File: src/design/pidc_pkg.sv
// Package: shared types, register indexes and helper functions of the PID controller.
`timescale 1ns / 1ps
`default_nettype none
package pidc_pkg;

	localparam int STALL_LIMIT = 500;
	localparam int CNT_W = 10;

	localparam logic [2:0] REG_GAIN_P = 3'd0;
	localparam logic [2:0] REG_GAIN_I = 3'd1;
	localparam logic [2:0] REG_GAIN_D = 3'd2;
	localparam logic [2:0] REG_OUT_LIM = 3'd3;
	localparam logic [2:0] REG_INT_LIM = 3'd4;
	localparam logic [2:0] REG_RATE_BAND = 3'd5;
	localparam logic [2:0] REG_FILT_TIME = 3'd6;
	localparam logic [2:0] REG_OPT_MASK = 3'd7;

	localparam int OPT_STALL = 0;
	localparam int OPT_TRAP = 1;
	localparam int OPT_VRATE = 2;
	localparam int OPT_DMEAS = 3;
	localparam int OPT_DFILT = 4;
	localparam int OPT_ILIM = 5;
	localparam int OPT_OFILT = 6;

	localparam logic ALU_MUL = 1'b0;
	localparam logic ALU_DIV = 1'b1;

	typedef struct packed {
		logic start;
		logic op;
		logic [63:0] a;
		logic [31:0] b;
	} alu_req_t;

	typedef struct packed {
		logic done;
		logic [63:0] res;
	} alu_rsp_t;

	function automatic logic signed [31:0] sat32(input logic signed [65:0] x);
		logic signed [31:0] r;
		if (x > 66'sh7FFFFFFF)
			r = 32'sh7FFFFFFF;
		else if (x < -66'sh80000000)
			r = 32'sh80000000;
		else
			r = x[31:0];
		return r;
	endfunction

	function automatic logic [63:0] mag64(input logic signed [63:0] x);
		logic [63:0] r;
		if (x[63])
			r = 64'(-x);
		else
			r = 64'(x);
		return r;
	endfunction

	function automatic logic same_sign(input logic signed [31:0] a, input logic signed [31:0] b);
		return (!a[31] && a != 0 && !b[31] && b != 0) || (a[31] && b[31]);
	endfunction

endpackage
`default_nettype wire

File: src/design/pidc_alu.sv
// Shared bit-serial multiply and restoring divide unit on unsigned magnitudes.
`timescale 1ns / 1ps
`default_nettype none
module pidc_alu (
	input  wire logic clk,
	input  wire logic arst_n,
	input  wire pidc_pkg::alu_req_t req,
	output pidc_pkg::alu_rsp_t rsp
);

	logic busy_q;
	logic done_q;
	logic op_q;
	logic [6:0] cnt_q;
	logic [63:0] acc_q;
	logic [63:0] a_q;
	logic [31:0] b_q;
	logic [31:0] rem_q;
	logic [32:0] rem_n;

	assign rem_n = {rem_q, a_q[63]};

	always_ff @(posedge clk or negedge arst_n) begin
		if (!arst_n) begin
			busy_q <= 1'b0;
			done_q <= 1'b0;
			cnt_q <= '0;
			op_q <= pidc_pkg::ALU_MUL;
		end else begin
			done_q <= 1'b0;
			if (req.start) begin
				busy_q <= 1'b1;
				op_q <= req.op;
				cnt_q <= (req.op == pidc_pkg::ALU_DIV) ? 7'd64 : 7'd32;
			end else if (busy_q) begin
				cnt_q <= cnt_q - 7'd1;
				if (cnt_q == 7'd1) begin
					busy_q <= 1'b0;
					done_q <= 1'b1;
				end
			end
		end
	end

	always_ff @(posedge clk) begin
		if (req.start) begin
			acc_q <= '0;
			a_q <= req.a;
			b_q <= req.b;
			rem_q <= '0;
		end else if (busy_q) begin
			if (op_q == pidc_pkg::ALU_MUL) begin
				if (b_q[0])
					acc_q <= acc_q + a_q;
				a_q <= {a_q[62:0], 1'b0};
				b_q <= {1'b0, b_q[31:1]};
			end else if (rem_n >= {1'b0, b_q}) begin
				rem_q <= 32'(rem_n - {1'b0, b_q});
				a_q <= {a_q[62:0], 1'b1};
			end else begin
				rem_q <= rem_n[31:0];
				a_q <= {a_q[62:0], 1'b0};
			end
		end
	end

	assign rsp = '{done: done_q, res: ((op_q == pidc_pkg::ALU_MUL) ? acc_q : a_q)};

endmodule
`default_nettype wire

File: config.mk
export PLATFORM = sky130hd
export DESIGN_NAME = pidc_alu
export DESIGN_NICKNAME = d
export VERILOG_FILES = /design/src/design/pidc_pkg.sv /design/src/design/pidc_alu.sv
export SDC_FILE = /design/constraint.sdc
export NUM_CORES = 1
export LEC_CHECK = 0
export ABC_AREA = 1
export BUFFER_PORTS_ARGS = -buffer_cell sky130_fd_sc_hd__buf_2
export CAP_MARGIN = 10
export CORE_ASPECT_RATIO = 1.75
export CORE_UTILIZATION = 50
export DETAILED_ROUTE_END_ITERATION = 10
export GPL_ROUTABILITY_DRIVEN = 1
export PLACE_DENSITY = 0.71
export SYNTH_ARGS = -nofsm -noshare
export SYNTH_HDL_FRONTEND = slang
export SYNTH_SLANG_ARGS = --single-unit
File: constraint.sdc
create_clock -name clk -period 8.15 [get_ports clk]
set_input_delay 0.4075 -clock clk [delete_from_list [all_inputs] [get_ports clk]]
set_output_delay 0.4075 -clock clk [all_outputs]
set_load 0.05 [all_outputs]
==> flow_summary.ini, run 1 <==
[setup_path]
crit_path_end_kind = flop
r2r-start = b_q[22]
r2r-end = rem_q[30]
crit_type = reg2reg
required_ps = 8560
reg2reg_slack_ps = 4800
cp_max_fo = 28
crit_arrival_ps = 3750
r2r_cells = 13
startpoint = b_q[22]
crit_path_start_kind = flop

[grt]
grt_overflow = 0
grt_max_degree = 132
track_usage_pct = 33.5
grt_first_pass_wirelength_um = 88800
grt_pass1_vias = 17500
antenna_found_initial = 0

[power]
combPwrFrac_pct = 42.0
p_sw_w = 0.00184
p_int_w = 0.00240
power_frac_clock_pct = 26.7
irDropWorstVdd_mv = 0.237
leakage_nw = 10.5
cellPowerDensity_nw_per_um2 = 226
p_total_w = 0.00424
switching_share_pct = 43.4
seqPwrFrac_pct = 31.3

[floorplan]
die_area_um2 = 34400
row_count = 88
initial_utilization_pct = 50.9
io-pin-count = 165
die_y_um = 245
core_um2 = 33000
die_w_um = 141

[run]
drv_cap = 0

[timing]
period_share_pct = 41.1
fin_skew_ps = 17.9
rsz0062_at_grt = false
relSlewSlack_pct = 20.6
tns_ps = 0
final_hold_viol_count = 0
setup_viol = 0
fmax_mhz = 299
worst_slew_pin_slew_ps = 1190
period_needed_ps = 3350
slew_viol_final = 0

[logic_synthesis]
postSynthAreaPerCell_um2 = 6.08
ys_seq_area_share_pct = 30.1
syn-cell-area_um2 = 16800
ys_types = 39
synth_fp_nets = 2964
ys_warn_count = 0
synth_seq_cells = 202
netlist_instances = 2765

[placement]
gp_congestion = 1.01
dpl_cell_area_um2 = 17900
dp_hpwl_um = 46000
port_buffers = 164

[cells_and_area]
regArea_um2 = 5060
num-nets-final = 3093
antenna_cells = 0
layout_commonest_cell = nand2_1
fin_area_um2 = 18800
fill_cells = 3376
utilization_pct = 56.8
area_delta_synth_final_pct = 11.5
multi_input_area_um2 = 9470
drive_gt1_share_pct = 8.45
final_cell_mix = nand2_1, inv_1, a21oi_1

[worst_hold_path]
min_to = a_q[16]
worstHoldPathType = in2reg
min_from = req[48]
hold-path-cell-count = 3

[cts]
clk_latency_ps = 560
clockBufferDepth = 3
clock-sinks = 202
numCtsBuffers = 23
cts_setup_buffers = 0
cts_tree = yes
cts_resized = 0
cts-root-buf = clkbuf_16
clk_pin_slew_ps = 70
htreeDepth = 1

[detailed_routing]
drc = 0
routed_wirelength_um = 57100
vias = 17000
via_per_inst = 5.12
final_antenna_net_count = 0
drt_first_pass_iters = 5
drt_first_iter_violations = 707
post_drt_wl_per_cell_um = 17.2

[status]
status = finished, final reports clean
-- worst max path at each step --
stage / to / slack, ps / cells after the start
5_1_grt: rem_q[30] / 4590 / 17
6_report: rem_q[30] / 4800 / 13
3_5_place_dp: rem_q[30] / 4870 / 13
3_3_place_gp: rem_q[30] / 5010 / 13
4_1_cts: rem_q[30] / 4830 / 13
2_1_floorplan: b_q[0] / 4630 / 3
-- registers in the layout, summed over array words and instances, names as in the netlist --
register	count
a_q	64
acc_q	64
b_q	32
rem_q	32
cnt_q	7
busy_q	1
done_q	1
op_q	1
-- synthesized netlist by cell type (all sizes together) --
library cell | number | area [um2]
o22ai | 1 | 6.26
nand3b | 14 | 105
mux2 | 1 | 11.3
clkinv | 1 | 3.75
clkbuf | 56 | 210
o211ai | 17 | 178
nor2 | 195 | 752
o21ai | 186 | 931
nor4 | 2 | 12.5
and3 | 1 | 6.26
o21a | 3 | 22.5
a21oi | 201 | 1010
xnor2 | 4 | 35.0
buf | 16 | 100
a31oi | 1 | 6.26
edfxtp | 96 | 2880
o31ai | 1 | 7.51
a21boi | 2 | 15.0
nor3 | 23 | 120
xor2 | 48 | 420
o21bai | 9 | 67.6
nand3 | 109 | 546
ha | 97 | 1210
fa | 2 | 40.0
dfrtp | 10 | 250
a21o | 2 | 15.0
nand2 | 1034 | 3890
inv | 528 | 1980
nand4 | 9 | 56.3
dfxtp | 96 | 1920
-- metrics by stage --
| step | setup slack (ps) | hold slack (ps) | cells |
|---|---|---|---|
| 2_1_floorplan | 4630 | 112 | 2765 |
| 3_3_place_gp | 5010 | 295 | 3273 |
| 3_5_place_dp | 4870 | 297 | 3273 |
| 4_1_cts | 4830 | 102 | 3316 |
| 5_1_grt | 4590 | 122 | 3316 |
| 6_report | 4800 | 116 | 3316 |
-- area by class of cell --
cell class,count,area share [%]
Multi-Input combinational cell,1962,50.5
Sequential cell,202,27.0
Inverter,529,10.6
Timing Repair Buffer,176,4.90
Clock buffer,28,3.40
Tap cell,405,2.70
Clock inverter,14,0.934
-- what timing repair did --
item	4_1_cts	5_1_grt
hold buffers	1	0
endpoints found under the setup margin	0	0
hold endpoints to repair	10	0
-- power groups by stage --
stage               Combinational [W]  Clock [W]  Sequential (W)
global route                  0.00198    0.00117         0.00134
detailed placement            0.00176          0         0.00135
finish                        0.00178    0.00113         0.00133
floorplan                     0.00130          0         0.00130
global placement              0.00174          0         0.00134
CTS                           0.00178    0.00115         0.00133
-- layer usage --
metal	up-vias	global-route usage [%]	share of wire (%)
met4	0	23.4	7.4
met2	421	68.0	55
met5	-	0	0
met1	7550	30.4	34
met3	172	3.04	3.2
li1	8828	-	-
-- critical path: stages (launching register included) --
cell	delay (ps)
edfxtp_1	360
inv_1	100
ha_1	300
nand2_1	110
nand2_1	90
a21oi_1	190
nand2_1	120
a21oi_1	250
nand4_1	780
buf_4	570
nand2_1	120
nand2_1	60
nand2_1	60
a21oi_1	60
-- kinds of logic after synthesis --
logic type | count (synthesis) | synth area share (%)
xor+xnor | 52 | 2.71
fa+ha+maj | 99 | 7.46
mux | 1 | 0.0670
buf+inv | 601 | 13.7
flops | 202 | 30.1
compound gates | 423 | 13.4
simple gates | 1387 | 32.6
No activity file was read; power rests on OpenSTA's default activity.
==> run 2, diff against run 1 <==
--- a/config.mk
+++ b/config.mk
@@ -5,14 +5,14 @@
 export SDC_FILE = /design/constraint.sdc
 export NUM_CORES = 1
 export LEC_CHECK = 0
-export ABC_AREA = 1
+export ABC_AREA = 0
 export BUFFER_PORTS_ARGS = -buffer_cell sky130_fd_sc_hd__buf_2
 export CAP_MARGIN = 10
 export CORE_ASPECT_RATIO = 1.75
 export CORE_UTILIZATION = 50
 export DETAILED_ROUTE_END_ITERATION = 10
 export GPL_ROUTABILITY_DRIVEN = 1
-export PLACE_DENSITY = 0.71
+export PLACE_DENSITY = 0.75
 export SYNTH_ARGS = -nofsm -noshare
 export SYNTH_HDL_FRONTEND = slang
 export SYNTH_SLANG_ARGS = --single-unit
==> constraint.sdc (replaced) <==
create_clock -name clk -period 2.7 [get_ports clk]
set_input_delay 0.135 -clock clk [delete_from_list [all_inputs] [get_ports clk]]
set_output_delay 0.135 -clock clk [all_outputs]
set_load 0.05 [all_outputs]
==> run 2 against run 1 <==
Die area shrank 16%. Worst hold slack lost 17 ps. Global-route usage shrank 2.3 points. Routed wire length shrank 13%. Design area grew 12%. Total power grew to 4.1 times the previous value. The flow now finishes with violations (negative setup slack). Non-clock buffer count grew 425. Sequential share of layout area shrank 3.0 points. Clock skew grew 3.2 ps. Sequential power grew to 3.2 times the previous value.
==> flow_summary.ini, run 2 <==
[status]
status = finished, violations left
violations = negative setup slack

[power]
p_int_w = 0.0101
switching_share_pct = 41.2
power_frac_clock_pct = 17.9
seqPwrFrac_pct = 24.8
p_sw_w = 0.00710
combPwrFrac_pct = 57.3
leakage_nw = 9.37
irDropWorstVdd_mv = 0.754
cellPowerDensity_nw_per_um2 = 818
p_total_w = 0.0172

[detailed_routing]
drc = 0
wl_met1_um = 17000
via_per_inst = 5.95
routed_wirelength_um = 49800
drt_first_iter_violations = 853
wl_met3_um = 2390
vias = 15000
final_antenna_net_count = 0
wl_met2_um = 26900
drt_first_pass_iters = 5
post_drt_wl_per_cell_um = 19.8
top_layer = met4

[cts]
htreeDepth = 1
cts-root-buf = clkbuf_16
clockBufferDepth = 3
clk_latency_ps = 530
cts_tree = yes
clock-sinks = 202
numCtsBuffers = 21
clk_pin_slew_ps = 70

[logic_synthesis]
syn-cell-area_um2 = 14100
async_flop_share_pct = 4.95
ys.flop_type = edfxtp_1
synth.most_common_cell = nand2_1
synth_seq_cells = 202
synth_top_area_share_pct = 20.4
ys_warn_count = 0
ys_seq_area_share_pct = 35.8
synthTopCellsByArea = edfxtp_1, dfxtp_1, mux2_2
synth_fp_nets = 1789
netlist_instances = 1590
synth-edff-count = 96
synthTopCellsByCount = nand2_1, a21oi_1, mux2_2, o21ai_0, ha_1
postSynthAreaPerCell_um2 = 8.88
yosys.area.top_type = edfxtp_1
ys_types = 78

[timing]
rsz0062_at_grt = true
fin_ws_ps = -390
hold_slack_ps = 99.7
final_hold_viol_count = 0
period_needed_ps = 3090
period_share_pct = 114
setup_viol = 67
fmax_mhz = 324
relSlewSlack_pct = 39.2
worst_slew_pin_slew_ps = 909
slew_viol_final = 0
fin_skew_ps = 21.0

[cells_and_area]
antenna_cells = 0
utilization_pct = 75.7
num-nets-final = 2329
area_delta_synth_final_pct = 49.5
fill_cells = 1783
final_cell_mix = buf_4, nand2_1, buf_2
layout_commonest_cell = buf_4
final_cells = 2518
drive_gt1_share_pct = 41.5
top_regs = a_q (64), acc_q (64)

[grt]
antenna_found_initial = 0
grt_pass1_vias = 15200
grt_max_degree = 120
track_usage_pct = 31.2
grt_first_pass_wirelength_um = 71500
grt_overflow = 0

[placement]
dp_cells = 2323
gp_congestion = 0.925
dp_hpwl_um = 30300
port_buffers = 164

[floorplan]
io-pin-count = 165
row_count = 81
die_w_um = 129
die_area_um2 = 28900
die_y_um = 224
core_um2 = 27900
initial_utilization_pct = 50.6

[setup_path]
crit_arrival_ps = 3550
crit_path_end_kind = flop
r2r_cells = 15
r2r-end = rem_q[16]
r2r-start = b_q[10]
max_stage_delay_ps = 490
reg2reg_slack_ps = -390
crit_path_start_kind = flop
required_ps = 3160
crit_type = reg2reg
cp_max_fo = 8
path_cells = inv_2 -> ha_4 -> nand4_1 -> buf_4 -> nor2_2 -> a211oi_2 -> o22a_2 -> a21oi_4 -> a21oi_4 -> o41a_1 -> buf_6 -> buf_12 -> a211oi_2 -> a21oi_2 -> a21oi_1
slowest_stage = o41a_1

[worst_hold_path]
worstHoldPathType = in2reg
min_from = req[97]
hold-path-cell-count = 2
min_to = rem_q[31]

[run]
drv_cap = 0
run 2: cell count changes after synthesis, sizes merged, moves of 22 or more:
| cell | delta |
|---|---|
| inv | -469 |
| o21ai | -70 |
| xnor2 | +50 |
| a21o | +57 |
| nand3 | -77 |
| mux2 | +126 |
| nand2 | -824 |
| nor2 | -112 |
| a211oi | +22 |
run 2: worst max path at each step:
stage	end	slack [ps]	from	cells past startpoint
after floorplan	acc_q[56]	-150	a_q[0]	12
after global placement	acc_q[59]	-280	a_q[21]	13
after detailed placement	acc_q[59]	-360	a_q[1]	11
after CTS	acc_q[56]	-270	a_q[0]	12
after global routing	rem_q[16]	-500	b_q[11]	15
final	rem_q[16]	-390	b_q[10]	15
run 2: metal layers:
layer  GRT usage (%)  vias to the layer above
li1                -                     6881
met1            29.1                     7216
met2            61.0                      626
met3            3.90                      261
met4            21.9                        0
met5               0                        -
run 2: worst max-delay path: cells and delay by family, from the launching register on:
family	cells	cell delay, ps
buffers and inverters	4	560
AO/OA/AOI/OAI	8	1550
flip-flops	1	350
adder cells (fa/ha/maj)	1	260
AND/OR/NAND/NOR	2	270
run 2: per-stage QoR:
stage          setup slack, ps  cell area (um2)  TNS, ps
5_1_grt                   -502            21100   -21830
3_3_place_gp              -285            17300    -7830
2_1_floorplan             -154            14200     -264
6_report                  -390            21100   -12760
4_1_cts                   -271            20100    -5420
3_5_place_dp              -363            17300   -10140
run 2: repair_timing:
| item | in CTS | in global routing |
|---|---|---|
| buffers inserted | 27 | 38 |
| endpoints found under the setup margin | 69 | 81 |
| gates cloned | 4 | 0 |
| hold buffers | 100 | 0 |
| pin swaps | 87 | 119 |
| gates resized for setup | 159 | 159 |
| hold endpoints to repair | 109 | 0 |
run 2: area by class of cell:
| cell class | instances | area [um2] | share of cell area [%] |
|---|---|---|---|
| Inverter | 59 | 221 | 1.05 |
| Sequential cell | 202 | 5060 | 24.0 |
| Tap cell | 373 | 467 | 2.21 |
| Clock buffer | 29 | 586 | 2.78 |
| Clock inverter | 9 | 129 | 0.611 |
| Timing Repair Buffer | 601 | 4610 | 21.9 |
| Multi-Input combinational cell | 1245 | 10000 | 47.5 |
run 2: cells by family after synthesis:
kind of cell | after synthesis | share of synthesized area (%)
mux | 133 | 10.6
compound gates | 493 | 21.7
buf+inv | 143 | 3.98
xor+xnor | 82 | 5.09
flops | 202 | 35.8
fa+ha+maj | 99 | 8.88
simple gates | 438 | 14.0
run 2: power groups by stage:
| stage | clock network [W] | registers, W | logic (W) |
|---|---|---|---|
| detailed placement | 0 | 0.00424 | 0.00743 |
| global route | 0.00323 | 0.00433 | 0.0105 |
| finish | 0.00308 | 0.00428 | 0.00988 |
| floorplan | 0 | 0.00414 | 0.00490 |
| CTS | 0.00312 | 0.00421 | 0.00867 |
| global placement | 0 | 0.00422 | 0.00731 |
==> run 3, diff against run 2 <==
--- a/config.mk
+++ b/config.mk
@@ -5,14 +5,14 @@
 export SDC_FILE = /design/constraint.sdc
 export NUM_CORES = 1
 export LEC_CHECK = 0
-export ABC_AREA = 0
+export ABC_AREA = 1
 export BUFFER_PORTS_ARGS = -buffer_cell sky130_fd_sc_hd__buf_2
 export CAP_MARGIN = 10
 export CORE_ASPECT_RATIO = 1.75
 export CORE_UTILIZATION = 50
 export DETAILED_ROUTE_END_ITERATION = 10
 export GPL_ROUTABILITY_DRIVEN = 1
-export PLACE_DENSITY = 0.75
+export PLACE_DENSITY = 0.74
 export SYNTH_ARGS = -nofsm -noshare
 export SYNTH_HDL_FRONTEND = slang
 export SYNTH_SLANG_ARGS = --single-unit
==> run 3 against run 2 <==
The run now ends clean. Via count is 19% higher. Count of clock-buffer cells in the layout is 5 lower. Clock skew is 3.7 ps higher. Fmax is 21% higher. Clock power is 14% higher. Critical endpoint is now acc_q[52]. Setup slack better by 540 ps. Worst hold slack better by 290 ps.
==> flow_summary.ini, run 3 (synthesis gave the netlist of run 1 again) <==
[timing]
relSlewSlack_pct = 57.2
slew_viol_final = 0
fin_ws_ps = 145
fmax_mhz = 391
setup_viol = 0
worst_slew_pin_slew_ps = 636
period_needed_ps = 2550
hold_slack_ps = 392
period_share_pct = 94.6
final_hold_viol_count = 0
fin_skew_ps = 24.8

[worst_hold_path]
worstHoldPathType = in2reg
min_from = req[48]
min_to = a_q[16]
hold-path-cell-count = 4

[cells_and_area]
layout_commonest_cell = nand2_1
num-nets-final = 3224
area_delta_synth_final_pct = 19.5
regArea_um2 = 5060
antenna_cells = 0
drive_gt1_share_pct = 9.57
final_cell_mix = nand2_1, inv_1, a21oi_1
top_regs = a_q (64), acc_q (64)
fill_cells = 3235
multi_input_area_um2 = 9510

[detailed_routing]
wl_met1_um = 19700
routed_wirelength_um = 59300
wl_met3_um = 2210
post_drt_wl_per_cell_um = 17.2
wl_met2_um = 32500
drt_first_iter_violations = 912
via_per_inst = 5.18
top_layer = met4
vias = 17900
final_antenna_net_count = 0
drc = 0
drt_first_pass_iters = 7

[setup_path]
crit_type = reg2reg
cp_max_fo = 4
reg2reg_slack_ps = 150
r2r_cells = 13
r2r-start = a_q[39]
required_ps = 3130
path_cells = ha_1 -> a21oi_1 -> o21ai_0 -> nand2_1 -> nand2_1 -> nand2_1 -> nand2_1 -> a21oi_1 -> nand2_1 -> nand2_1 -> nand3_1 -> nand2_1 -> inv_1
crit_path_end_kind = flop
crit_top_cell = nand2_1
crit_arrival_ps = 2980
crit_path_start_kind = flop
r2r-end = acc_q[52]
slowest_stage = edfxtp_1
max_stage_delay_ps = 430

[placement]
port_buffers = 164
pre_cts_ws_ps = 46.1
dp_hpwl_um = 46300
gp_congestion = 0.989

[floorplan]
die_w_um = 141
die_area_um2 = 34400
io-pin-count = 165
row_count = 88
core_um2 = 33000
die_y_um = 245
initial_utilization_pct = 50.9

[cts]
htreeDepth = 1
clk_latency_ps = 550
clock-sinks = 202
numCtsBuffers = 22
cts-root-buf = clkbuf_16
cts_tree = yes
clockBufferDepth = 3
clk_pin_slew_ps = 70

[power]
leakage_nw = 11.1
cellPowerDensity_nw_per_um2 = 656
irDropWorstVdd_mv = 0.555

[status]
status = finished, final reports clean

[grt]
grt_pass1_vias = 18100
track_usage_pct = 34.5
grt_first_pass_wirelength_um = 91100
grt_overflow = 0
grt_max_degree = 108
antenna_found_initial = 0

[run]
drv_cap = 0
run 3: final cells by class:
cell class                      count  share of cell area [%]
Clock buffer                       24                    2.93
Clock inverter                     16                    1.20
Inverter                          529                    9.88
Multi-Input combinational cell   1962                    47.3
Sequential cell                   202                    25.2
Tap cell                          405                    2.52
Timing Repair Buffer              308                    11.0
run 3: timing repair:
| action | in CTS | in global routing |
|---|---|---|
| pin swaps | 0 | 1 |
| gates resized for setup | 1 | 13 |
| hold endpoints to repair | 113 | 0 |
| setup buffers | 0 | 2 |
| hold buffers | 100 | 0 |
| setup endpoints to repair | 1 | 23 |
run 3: per-stage QoR:
step                      cell area, um2  cells  util (%)  TNS, ps  power [W]
after floorplan                    16800   2765         -        0    0.00785
after CTS                          20000   3444      60.7        0     0.0132
after detailed placement           18200   3304      55.1        0    0.00953
after global routing               20100   3446      60.8   -0.997     0.0139
after global placement             18200   3304      55.1        0    0.00946
final                              20100   3446      60.8        0     0.0132
run 3: worst max-delay path: cells and delay by family, from the launching register on:
kind / cells / cell delay (ps)
AOI/OAI and AO/OA: 3 / 940
and+or+nand+nor: 8 / 690
DFF: 1 / 430
adders and majority gates: 1 / 360
buffers and inverters: 1 / 40
run 3: power breakdown:
group | switching, W | internal (W)
clock network | 0.00137 | 0.00215
registers | 0.000298 | 0.00367
logic | 0.00393 | 0.00177
total | 0.00560 | 0.00759
run 3: worst max-delay path by stage:
stage	startpoint	endpoint	depth (start not counted)	slack [ps]
3_3_place_gp	a_q[0]	acc_q[34]	16	90
4_1_cts	a_q[21]	acc_q[39]	11	40
6_report	a_q[39]	acc_q[52]	13	150
5_1_grt	a_q[0]	acc_q[36]	14	-1
3_5_place_dp	a_q[0]	acc_q[34]	16	50
2_1_floorplan	op_q	b_q[0]	3	50
run 3: layer usage:
layer	vias up	global-route usage [%]
met5	-	0
met2	518	69.0
li1	9099	-
met1	8022	30.6
met3	222	3.92
met4	0	26.5
